### config.mk
export PLATFORM = sky130hd
export DESIGN_NAME = itl_walk_seq
export DESIGN_NICKNAME = d
export VERILOG_FILES = /design/src/design/itl_pkg.sv /design/src/design/itl_walk_seq.sv
export SDC_FILE = /design/constraint.sdc
export NUM_CORES = 1
export LEC_CHECK = 0
export BUFFER_PORTS_ARGS = -buffer_cell sky130_fd_sc_hd__buf_4
export CORE_ASPECT_RATIO = 0.6
export CORE_MARGIN = 1
export CORE_UTILIZATION = 40
export CTS_BUF_LIST = sky130_fd_sc_hd__clkbuf_8
export DETAILED_ROUTE_END_ITERATION = 10
export PLACE_DENSITY = 0.73
export SETUP_SLACK_MARGIN = 0.2
export SLEW_MARGIN = 20
export SYNTH_ARGS = -nofsm -noshare
export SYNTH_HDL_FRONTEND = slang
export SYNTH_SLANG_ARGS = --single-unit
### constraint.sdc
create_clock -name aclk -period 10.67 [get_ports aclk]
set_input_delay 0.5335 -clock aclk [delete_from_list [all_inputs] [get_ports aclk]]
set_output_delay 0.5335 -clock aclk [all_outputs]
set_load 0.005 [all_outputs]
### src/design/itl_pkg.sv
// Shared types and constants for the IPv6 multibit trie lookup block.
// No dependencies; every module of the block imports this package.
package itl_pkg;

    // Address bytes walked per lookup, one trie level each
    localparam int ADDR_BYTES = 16;
    localparam int DEPTH_W    = $clog2(ADDR_BYTES + 1);
    localparam int ADDR_W     = 8 * ADDR_BYTES;
    // Widest entry-store address: 8-bit node index and 8-bit byte slot
    localparam int MEM_AW_MAX = 16;

    // Request kinds carried in s_tuser
    localparam logic REQ_LOOKUP = 1'b0;
    localparam logic REQ_WRITE  = 1'b1;

    // Result kinds carried in m_tuser
    localparam logic [1:0] KIND_MISS    = 2'd0;
    localparam logic [1:0] KIND_PREFIX  = 2'd1;
    localparam logic [1:0] KIND_DEFAULT = 2'd2;

    // One trie entry as stored
    typedef struct packed {
        logic [7:0]  child;
        logic        valid;
        logic [31:0] hop;
    } entry_t;

    // One input beat after unpacking
    typedef struct packed {
        logic        req_type;
        logic [63:0] addr_high;
        logic [63:0] addr_low;
        logic [7:0]  node_slot;
        logic [7:0]  byte_slot;
        logic [7:0]  child_node;
        logic        prefix_valid;
        logic [31:0] entry_hop;
    } item_t;

    // Configuration registers as seen by the sequencer
    typedef struct packed {
        logic [7:0]  root_node;
        logic        default_enable;
        logic [31:0] default_hop;
    } cfg_t;

    // Single-port entry store command
    typedef struct packed {
        logic                  wr_en;
        logic                  rd_en;
        logic [MEM_AW_MAX-1:0] addr;
        entry_t                wdata;
    } mem_cmd_t;

    // Finished lookup result
    typedef struct packed {
        logic        valid;
        logic [31:0] fwd_hop;
        logic [1:0]  kind;
    } res_t;

endpackage

### src/design/itl_walk_seq.sv
// Sequencer of the trie walk: clearing pass, entry writes, level-by-level lookup.
// Depends on itl_pkg; drives the single port of itl_entry_mem.
module itl_walk_seq #(
    parameter int NODE_COUNT = 256,
    parameter int NW         = 8,
    parameter int AW         = 16,
    parameter int DEPTH      = 65536
) (
    input  logic              aclk,
    input  logic              aresetn,
    input  logic              s_valid,
    output logic              s_ready,
    input  itl_pkg::item_t    item,
    input  itl_pkg::cfg_t     cfg,
    input  logic              out_free,
    output itl_pkg::res_t     res,
    output itl_pkg::mem_cmd_t cmd,
    input  itl_pkg::entry_t   rdata
);
    import itl_pkg::*;

    localparam logic [1:0] ST_CLEAR = 2'd0;
    localparam logic [1:0] ST_IDLE  = 2'd1;
    localparam logic [1:0] ST_LOOK  = 2'd2;
    localparam logic [1:0] ST_DONE  = 2'd3;

    localparam logic [16:0]   NODE_LIM = 17'(NODE_COUNT);
    localparam logic [AW-1:0] CLR_LAST = AW'(DEPTH - 1);

    logic [1:0]         state_reg, state_next;
    logic [AW-1:0]      clr_reg, clr_next;
    logic [ADDR_W-1:0]  addr_reg, addr_next;
    logic [7:0]         node_reg, node_next;
    logic [DEPTH_W-1:0] depth_reg, depth_next;
    logic               pend_reg, pend_next;
    logic               found_reg, found_next;
    logic [31:0]        best_reg, best_next;

    logic        accept;
    logic [7:0]  cur_node;
    logic        cur_found;
    logic [31:0] cur_best;
    logic        node_ok;
    logic        wr_ok;
    logic        stop;

    assign s_ready = (state_reg == ST_IDLE);
    assign accept  = s_valid && s_ready;

    // Entry returned by the last read folds into the walk this cycle
    assign cur_node  = pend_reg ? rdata.child : node_reg;
    assign cur_found = found_reg || (pend_reg && rdata.valid);
    assign cur_best  = (pend_reg && rdata.valid) ? rdata.hop : best_reg;
    assign node_ok   = (cur_node != 8'd0) && ({9'd0, cur_node} < NODE_LIM);
    assign stop      = !node_ok || (depth_reg == DEPTH_W'(ADDR_BYTES));
    assign wr_ok     = {9'd0, item.node_slot} < NODE_LIM;

    always_comb begin
        state_next = state_reg;
        clr_next   = clr_reg;
        addr_next  = addr_reg;
        node_next  = node_reg;
        depth_next = depth_reg;
        pend_next  = 1'b0;
        found_next = found_reg;
        best_next  = best_reg;
        cmd        = '0;
        res        = '0;

        unique case (state_reg)
            // Zero every entry after reset, one per cycle
            ST_CLEAR: begin
                cmd.wr_en = 1'b1;
                cmd.addr  = MEM_AW_MAX'(clr_reg);
                clr_next  = clr_reg + AW'(1);
                if (clr_reg == CLR_LAST) begin
                    state_next = ST_IDLE;
                end
            end
            // Writes complete on the accept beat; lookups start the walk
            ST_IDLE: begin
                if (accept) begin
                    if (item.req_type == REQ_WRITE) begin
                        cmd.wr_en       = wr_ok;
                        cmd.addr        = MEM_AW_MAX'({item.node_slot[NW-1:0],
                                                       item.byte_slot});
                        cmd.wdata.child = item.child_node;
                        cmd.wdata.valid = item.prefix_valid;
                        cmd.wdata.hop   = item.entry_hop;
                    end else begin
                        addr_next  = {item.addr_high, item.addr_low};
                        node_next  = cfg.root_node;
                        depth_next = '0;
                        found_next = 1'b0;
                        best_next  = '0;
                        state_next = ST_LOOK;
                    end
                end
            end
            // One level per cycle: consume last entry, issue next read
            ST_LOOK: begin
                found_next = cur_found;
                best_next  = cur_best;
                node_next  = cur_node;
                if (stop) begin
                    state_next = ST_DONE;
                end else begin
                    cmd.rd_en  = 1'b1;
                    cmd.addr   = MEM_AW_MAX'({cur_node[NW-1:0],
                                              addr_reg[ADDR_W-1 -: 8]});
                    addr_next  = {addr_reg[ADDR_W-9:0], 8'd0};
                    depth_next = depth_reg + DEPTH_W'(1);
                    pend_next  = 1'b1;
                end
            end
            // Hand the result to the output register once it has room
            ST_DONE: begin
                if (out_free) begin
                    res.valid = 1'b1;
                    if (found_reg) begin
                        res.fwd_hop = best_reg;
                        res.kind    = KIND_PREFIX;
                    end else if (cfg.default_enable) begin
                        res.fwd_hop = cfg.default_hop;
                        res.kind    = KIND_DEFAULT;
                    end else begin
                        res.fwd_hop = '0;
                        res.kind    = KIND_MISS;
                    end
                    state_next = ST_IDLE;
                end
            end
            default: begin
                state_next = ST_IDLE;
            end
        endcase
    end

    always_ff @(posedge aclk) begin
        if (!aresetn) begin
            state_reg <= ST_CLEAR;
            clr_reg   <= '0;
            pend_reg  <= 1'b0;
            depth_reg <= '0;
            found_reg <= 1'b0;
        end else begin
            state_reg <= state_next;
            clr_reg   <= clr_next;
            pend_reg  <= pend_next;
            depth_reg <= depth_next;
            found_reg <= found_next;
        end
    end

    always_ff @(posedge aclk) begin
        addr_reg <= addr_next;
        node_reg <= node_next;
        best_reg <= best_next;
    end

    // Single port: never a read and a write together
    a_port_excl: assert property (@(posedge aclk) disable iff (!aresetn)
        !(cmd.wr_en && cmd.rd_en))
        else $error("entry store read and write in one cycle");

    // Walk never goes past the last address byte
    a_depth_bound: assert property (@(posedge aclk) disable iff (!aresetn)
        depth_reg <= DEPTH_W'(ADDR_BYTES))
        else $error("walk depth beyond address length");

    // A read is always followed by the walk consuming its data
    a_read_used: assert property (@(posedge aclk) disable iff (!aresetn)
        cmd.rd_en |=> (pend_reg && state_reg == ST_LOOK))
        else $error("read data not consumed by walk");

    // A prefix result requires a valid entry seen on the walk
    a_prefix_src: assert property (@(posedge aclk) disable iff (!aresetn)
        (res.valid && res.kind == KIND_PREFIX) |-> found_reg)
        else $error("prefix match reported without valid entry");

    // A lookup accept starts the walk on the next cycle
    a_look_start: assert property (@(posedge aclk) disable iff (!aresetn)
        (accept && item.req_type == REQ_LOOKUP) |=> (state_reg == ST_LOOK && !pend_reg))
        else $error("lookup accept did not start walk");

endmodule

==> impl_metrics.env, run 1 <==
export IMPL_start_kind="flop"
export IMPL_status="finished clean"
export IMPL_largest_reg_flops=128
export IMPL_io_buffers=366
export IMPL_vias=6532
export IMPL_wl_mm=23.74
export IMPL_crit_arrival_ns=3.96
export IMPL_drt_iter0_drc=467
export IMPL_synth_area_um2=9109
export IMPL_worst_ir_drop_vdd_v=0.00007521
export IMPL_synth_area_leader_cell="edfxtp_1"
export IMPL_chipHeight_um=118.9
export IMPL_start_util_pct=41.07
export IMPL_async_flop_share_pct=0
export IMPL_rsz0062_at_grt="false"
export IMPL_grt_first_pass_wirelength_mm=35.40
export IMPL_fmax_mhz=262.1
export IMPL_synth_edf_count=168
export IMPL_final_min_clock_period_ns=3.815
export IMPL_n_antenna_cell=0
export IMPL_hold_class="primary input to flop"
export IMPL_die_w_um=196.8
export IMPL_slew_headroom_pct=38.85
export IMPL_synth_area_leaders="edfxtp_1, mux2_2, and2_1, dfxtp_1, a22o_1"
export IMPL_post_cts_resized=0
export IMPL_wl_met2_mm=11.54
export IMPL_setup_viol=0
export IMPL_dieArea_um2=23400
export IMPL_switchingPower_w=0.0002844
export IMPL_cts_root_buf="clkbuf_8"
export IMPL_clockBufferDepth=2
export IMPL_power_frac_seq_pct=61.1
export IMPL_fin_tns_setup_ns=0
export IMPL_p_comb_share_pct=8.2
export IMPL_yosysTopAreaCellShare_pct=55.38
export IMPL_final_antenna_net_count=0
export IMPL_slew_violations=0
export IMPL_multi_input_area_um2=3400
export IMPL_top_layer_used="met4"
export IMPL_num_rows=42
export IMPL_finalClockSkew_ns=0.01838
export IMPL_cts_clk_slew_worst_paths_ns=0.10
export IMPL_ys_ff_latch=193
export IMPL_clock_latency_ns=0.47
export IMPL_syn_area_per_cell_um2=14.08
export IMPL_power_density_nw_per_um2=107.1
export IMPL_fill_cells=1894
export IMPL_post_cts_setup_buffer_count=0
export IMPL_final_cell_mix="buf_4, edfxtp_1, mux2_2"
export IMPL_wl_met1_mm=9.876
export IMPL_worst_slew_pin_slew_ns=0.9173
export IMPL_cts_tree="done"
export IMPL_firstDrtPassIters=6
export IMPL_grt_pass1_vias=6509
export IMPL_wire_per_inst_um=18.07
export IMPL_clkPwrFrac_pct=30.7
export IMPL_path_class="flop to flop"
export IMPL_min_period_over_period_pct=35.75
export IMPL_area_delta_synth_final_pct=37.21
export IMPL_fin_nets=1275
export IMPL_crit_path_end_kind="flop"
export IMPL_dr_wl_met3_mm=2.040
export IMPL_finalNonFillerCells=1314
export IMPL_ys_warn_count=0
export IMPL_seq_area_frac_synth_pct=60.88
export IMPL_regArea_um2=5545
export IMPL_synth_nets=927
export IMPL_antenna_found_initial=0
export IMPL_cts_made_buffers=17
export IMPL_place_detailed_hpwl_mm=17.42
export IMPL_finalWorstSetupSlack_ns=6.855
export IMPL_grt_max_degree=85
export IMPL_drv_cap=0
export IMPL_syn_inst=647
export IMPL_synthFlopType="edfxtp_1"
export IMPL_ys_types=41
export IMPL_utilization_pct=56.36
export IMPL_switching_share_pct=21.25
export IMPL_intPower_w=0.001054
export IMPL_drive_above_1_share_pct=53.58
export IMPL_power_leakage_nw=4.889
export IMPL_grtUsageTotal_pct=19.90
export IMPL_cts_hold_buffers=0
export IMPL_crit_fanout=45
export IMPL_place_ws_ns=6.741
export IMPL_clock_sinks=193
export IMPL_gp_congestion=0.9023
export IMPL_drcViolationCount=0
export IMPL_layout_commonest_cell="buf_4"
export IMPL_required_ns=10.82
export IMPL_core_um2=22180
export IMPL_dp_cells=1282
export IMPL_final_hold_violation_count=0
export IMPL_viasPerCell=4.971
export IMPL_gr_total_overflow=0
export IMPL_htree_levels=4
export IMPL_io_pins=367
[synth_stat cells (3+ instances only)]
cell type and instances:
inv_1 9, nor2_1 26, and2_1 87, mux2i_1 8, nor2b_1 14, and3_1 3
edfxtp_1 168, a21oi_1 7, o21ai_0 3, a22o_1 34, nand4_1 5, a222oi_1 12
xor2_1 7, clkbuf_1 40, dfxtp_1 25, and4_1 3, mux2_2 129, xnor2_1 9
a221oi_1 4, nand3_1 5, a211oi_1 7, ha_1 8, nand2_1 13
[critical path, stage by stage (launching register included)]
cell,delay (ns)
dfxtp_1,0.37
inv_1,0.14
ha_4,0.51
mux2i_1,0.42
a21oi_1,0.38
nand2_1,0.15
o21ai_4,0.07
buf_4,0.50
buf_4,0.56
buf_12,0.31
[through the flow]
stage | area [um2] | power [W] | hold slack [ns]
floorplan | 9109 | 0.0008620 | 0.4430
global placement | 12140 | 0.0009429 | 0.4785
detailed placement | 12140 | 0.0009451 | 0.4884
CTS | 12450 | 0.001353 | 0.2931
global route | 12500 | 0.001390 | 0.2946
finish | 12500 | 0.001338 | 0.3341
[worst paths after layout]
kind                            depth (start not counted)  slack [ns]                     end                       from
worst max-delay path                                    9        6.86  addr_reg[15]$_DFFE_PP_  state_reg[0]$_SDFFE_PN0P_
worst min register to register                          2        0.51  found_reg$_SDFFE_PN0P_     found_reg$_SDFFE_PN0P_
worst max register to register                          9        6.86  addr_reg[15]$_DFFE_PP_  state_reg[0]$_SDFFE_PN0P_
worst min-delay path                                    3        0.33  found_reg$_SDFFE_PN0P_                  rdata[32]
[power by group through the flow]
stage,clock (W),sequential (W),combinational (W)
detailed placement,0,0.000835,0.000110
floorplan,0,0.000835,0.0000272
CTS,0.000425,0.000818,0.000110
finish,0.000411,0.000818,0.000109
global route,0.000454,0.000818,0.000118
global placement,0,0.000835,0.000107
[layout make-up]
cell class | instances | share of cell area [%]
clock buffers | 17 | 1.872
inverters | 9 | 0.2703
clock inverters | 13 | 0.6007
well taps | 308 | 3.083
repair buffers | 372 | 22.60
multi-input cells | 402 | 27.20
flip-flops and latches | 193 | 44.37
[cell families (layout without fill, tap and decap cells)]
| logic type | Yosys count | after routing | synth area share, % |
|---|---|---|---|
| flops | 193 | 193 | 60.88 |
| simple gates | 167 | 167 | 10.60 |
| mux | 137 | 137 | 16.83 |
| compound gates | 74 | 74 | 6.827 |
| buf+inv | 52 | 411 | 2.225 |
| xor+xnor | 16 | 16 | 1.539 |
| fa+ha+maj | 8 | 8 | 1.099 |
[metal layers]
metal  vias up  global-route usage, %
li1       3122                      -
met1      3154                  24.78
met2       236                  32.84
met3        20                  7.193
met4         0                  4.942
met5         -                      0
(Power assumes the default switching activity.)
==> inputs of run 2 (changes only) <==
--- a/config.mk
+++ b/config.mk
@@ -5,13 +5,14 @@
 export SDC_FILE = /design/constraint.sdc
 export NUM_CORES = 1
 export LEC_CHECK = 0
+export ABC_AREA = 1
 export BUFFER_PORTS_ARGS = -buffer_cell sky130_fd_sc_hd__buf_4
 export CORE_ASPECT_RATIO = 0.6
 export CORE_MARGIN = 1
 export CORE_UTILIZATION = 40
 export CTS_BUF_LIST = sky130_fd_sc_hd__clkbuf_8
 export DETAILED_ROUTE_END_ITERATION = 10
-export PLACE_DENSITY = 0.73
+export PLACE_DENSITY = 0.72
 export SETUP_SLACK_MARGIN = 0.2
 export SLEW_MARGIN = 20
 export SYNTH_ARGS = -nofsm -noshare
==> constraint.sdc (replaced) <==
create_clock -name aclk -period 3.1 [get_ports aclk]
set_input_delay 0.155 -clock aclk [delete_from_list [all_inputs] [get_ports aclk]]
set_output_delay 0.155 -clock aclk [all_outputs]
set_load 0.005 [all_outputs]
==> impl_metrics.env, run 2 <==
export IMPL_grt_first_pass_wirelength_mm=44.82
export IMPL_fin_nets=1886
export IMPL_required_ns=2.94
export IMPL_drv_cap=0
export IMPL_wl_mm=29.38
export IMPL_die_w_um=200.6
export IMPL_area_delta_synth_final_pct=55.48
export IMPL_start_util_pct=40.92
export IMPL_fmax_mhz=387.4
export IMPL_setup_viol=0
export IMPL_antenna_found_initial=3
export IMPL_wire_per_inst_um=15.17
export IMPL_path_cells="ha_1 -> nand2_1 -> inv_1 -> nand3_1 -> inv_1 -> buf_4 -> a22o_1 -> buf_4"
export IMPL_start_kind="flop"
export IMPL_slew_headroom_pct=45.66
export IMPL_yosysTopAreaCellShare_pct=53.29
export IMPL_hold_depth=5
export IMPL_hold_ws_ns=0.03969
export IMPL_clock_sinks=193
export IMPL_ys_ff_latch=193
export IMPL_io_pins=367
export IMPL_grt_pass1_vias=8739
export IMPL_chipHeight_um=121.2
export IMPL_seq_area_frac_synth_pct=58.58
export IMPL_worst_ir_drop_vdd_v=0.0005288
export IMPL_grt_max_degree=142
export IMPL_viasPerCell=4.674
export IMPL_htree_levels=4
export IMPL_drt_iter0_drc=567
export IMPL_synth_nets=1370
export IMPL_min_period_over_period_pct=83.26
export IMPL_gp_congestion=0.8804
export IMPL_final_cell_mix="nand2_1, buf_4, edfxtp_1, dlygate4sd3_1, inv_1"
export IMPL_cts_tree="done"
export IMPL_ys_warn_count=0
export IMPL_status="finished clean"
export IMPL_hold_class="primary input to flop"
export IMPL_slew_violations=0
export IMPL_grtUsageTotal_pct=23.79
export IMPL_io_buffers=366
export IMPL_cts_made_buffers=17
export IMPL_syn_inst=1090
export IMPL_synth_area_um2=9467
export IMPL_gr_total_overflow=0
export IMPL_vias=9053
export IMPL_cts_clk_slew_worst_paths_ns=0.11
export IMPL_final_antenna_net_count=0
export IMPL_slowest_stage="dfxtp_1"
export IMPL_rsz0062_at_grt="false"
export IMPL_synth_most_common_cell="nand2_1"
export IMPL_fin_tns_setup_ns=0
export IMPL_cts_root_buf="clkbuf_8"
export IMPL_ys_types=33
export IMPL_core_um2=23130
export IMPL_async_flop_share_pct=0
export IMPL_firstDrtPassIters=7
export IMPL_largest_reg_flops=128
export IMPL_synth_edf_count=168
export IMPL_power_density_nw_per_um2=757.0
export IMPL_post_cts_resized=0
export IMPL_worst_path_largest_cell_delay_ns=0.44
export IMPL_crit_fanout=23
export IMPL_layout_commonest_cell="nand2_1"
export IMPL_synth_area_leaders="edfxtp_1, nand2_1, dfxtp_1, inv_1, nor2_1"
export IMPL_final_min_clock_period_ns=2.581
export IMPL_crit_path_end_kind="primary output"
export IMPL_drive_above_1_share_pct=27.05
export IMPL_path_class="flop to primary output"
export IMPL_drcViolationCount=0
export IMPL_place_detailed_hpwl_mm=19.09
export IMPL_power_leakage_nw=7.204
export IMPL_clockBufferDepth=2
export IMPL_final_hold_violation_count=0
export IMPL_clock_latency_ns=0.48
export IMPL_rr_worst_depth=7
export IMPL_synth_common_cells="nand2_1, edfxtp_1, inv_1"
export IMPL_crit_arrival_ns=2.43
export IMPL_synth_area_leader_cell="edfxtp_1"
export IMPL_dieArea_um2=24310
export IMPL_syn_area_per_cell_um2=8.685
export IMPL_synthFlopType="edfxtp_1"
export IMPL_worst_slew_pin_slew_ns=0.8151
export IMPL_finalClockSkew_ns=0.01222
export IMPL_num_rows=43
run 2: cell types whose count changed after synthesis, sizes merged, moves of 8 or more:
cell | before | now
nor2b | 14 | 0
inv | 9 | 130
nand2 | 13 | 483
a222oi | 12 | 0
nand3 | 5 | 14
and2 | 87 | 0
a22oi | 0 | 13
a21oi | 8 | 32
nor2 | 26 | 90
buf | 3 | 19
mux2i | 8 | 0
xnor2 | 9 | 1
o21ai | 3 | 18
mux2 | 129 | 0
run 2: worst paths after layout:
check,from,to,slack (ns)
worst max-delay path,state_reg[1]$_SDFFE_PN0P_,res[15],0.52
worst min-delay path,rdata[32],found_reg$_SDFFE_PN0P_,0.04
worst max register to register,state_reg[1]$_SDFFE_PN0P_,addr_reg[24]$_DFFE_PP_,0.57
worst min register to register,addr_reg[8]$_DFFE_PP_,addr_reg[16]$_DFFE_PP_,0.52
run 2: cell families (layout without fill, tap and decap cells):
group | Yosys count | after routing | synth area share [%]
buffers and inverters | 182 | 711 | 7.600
adders and majority gates | 8 | 8 | 1.057
AOI/OAI and AO/OA | 99 | 99 | 6.926
xor gates and xnor gates | 6 | 6 | 0.5551
DFF | 193 | 193 | 58.58
and+or+nand+nor | 602 | 602 | 25.28
other | 0 | 3 | 0
run 2: repair_timing:
action                                 CTS  global route
hold buffers                           168             0
endpoints found under the hold margin  176             0
buffers inserted                         0             0
run 2: critical path: cells and delay by family, from the launching register on:
kind | cells | cell delay, ns
buffers and inverters | 4 | 0.91
and+or+nand+nor | 2 | 0.16
AOI/OAI and AO/OA | 1 | 0.22
adders and majority gates | 1 | 0.21
DFF | 1 | 0.44
run 2: stage by stage:
stage	cell area [um2]	power, W	util [%]	setup WS [ns]	instances
global route	14720	0.01184	63.61	0.3215	1936
detailed placement	12560	0.009091	54.31	0.6090	1734
finish	14720	0.01114	63.62	0.5188	1937
CTS	14710	0.01118	63.57	0.5625	1934
floorplan	9467	0.007512	-	0.4026	1090
global placement	12560	0.008960	54.31	0.7242	1734
run 2: per-layer routing:
layer  wire (um)  global-route usage [%]
met3        2460                   6.337
met5           0                       0
met1       12580                   31.77
met4         469                   6.345
met2       13860                   38.37
run 2: final cells by class:
type                    instances  area, um2
diodes                          3      7.507
clock buffers                  17      234.0
clock inverters                15      229.0
fillers                      1856       8416
inverters                     130      500.5
multi-input cells             715       3226
flip-flops and latches        193       5545
well taps                     315      394.1
repair buffers                549       4583
run 2: power breakdown:
group          total [W]  switching, W  leakage, nW  internal (W)
logic            0.00407       0.00270         5.16       0.00137
clock network    0.00193      0.000961        0.230      0.000971
registers        0.00514      0.000364         1.82       0.00478
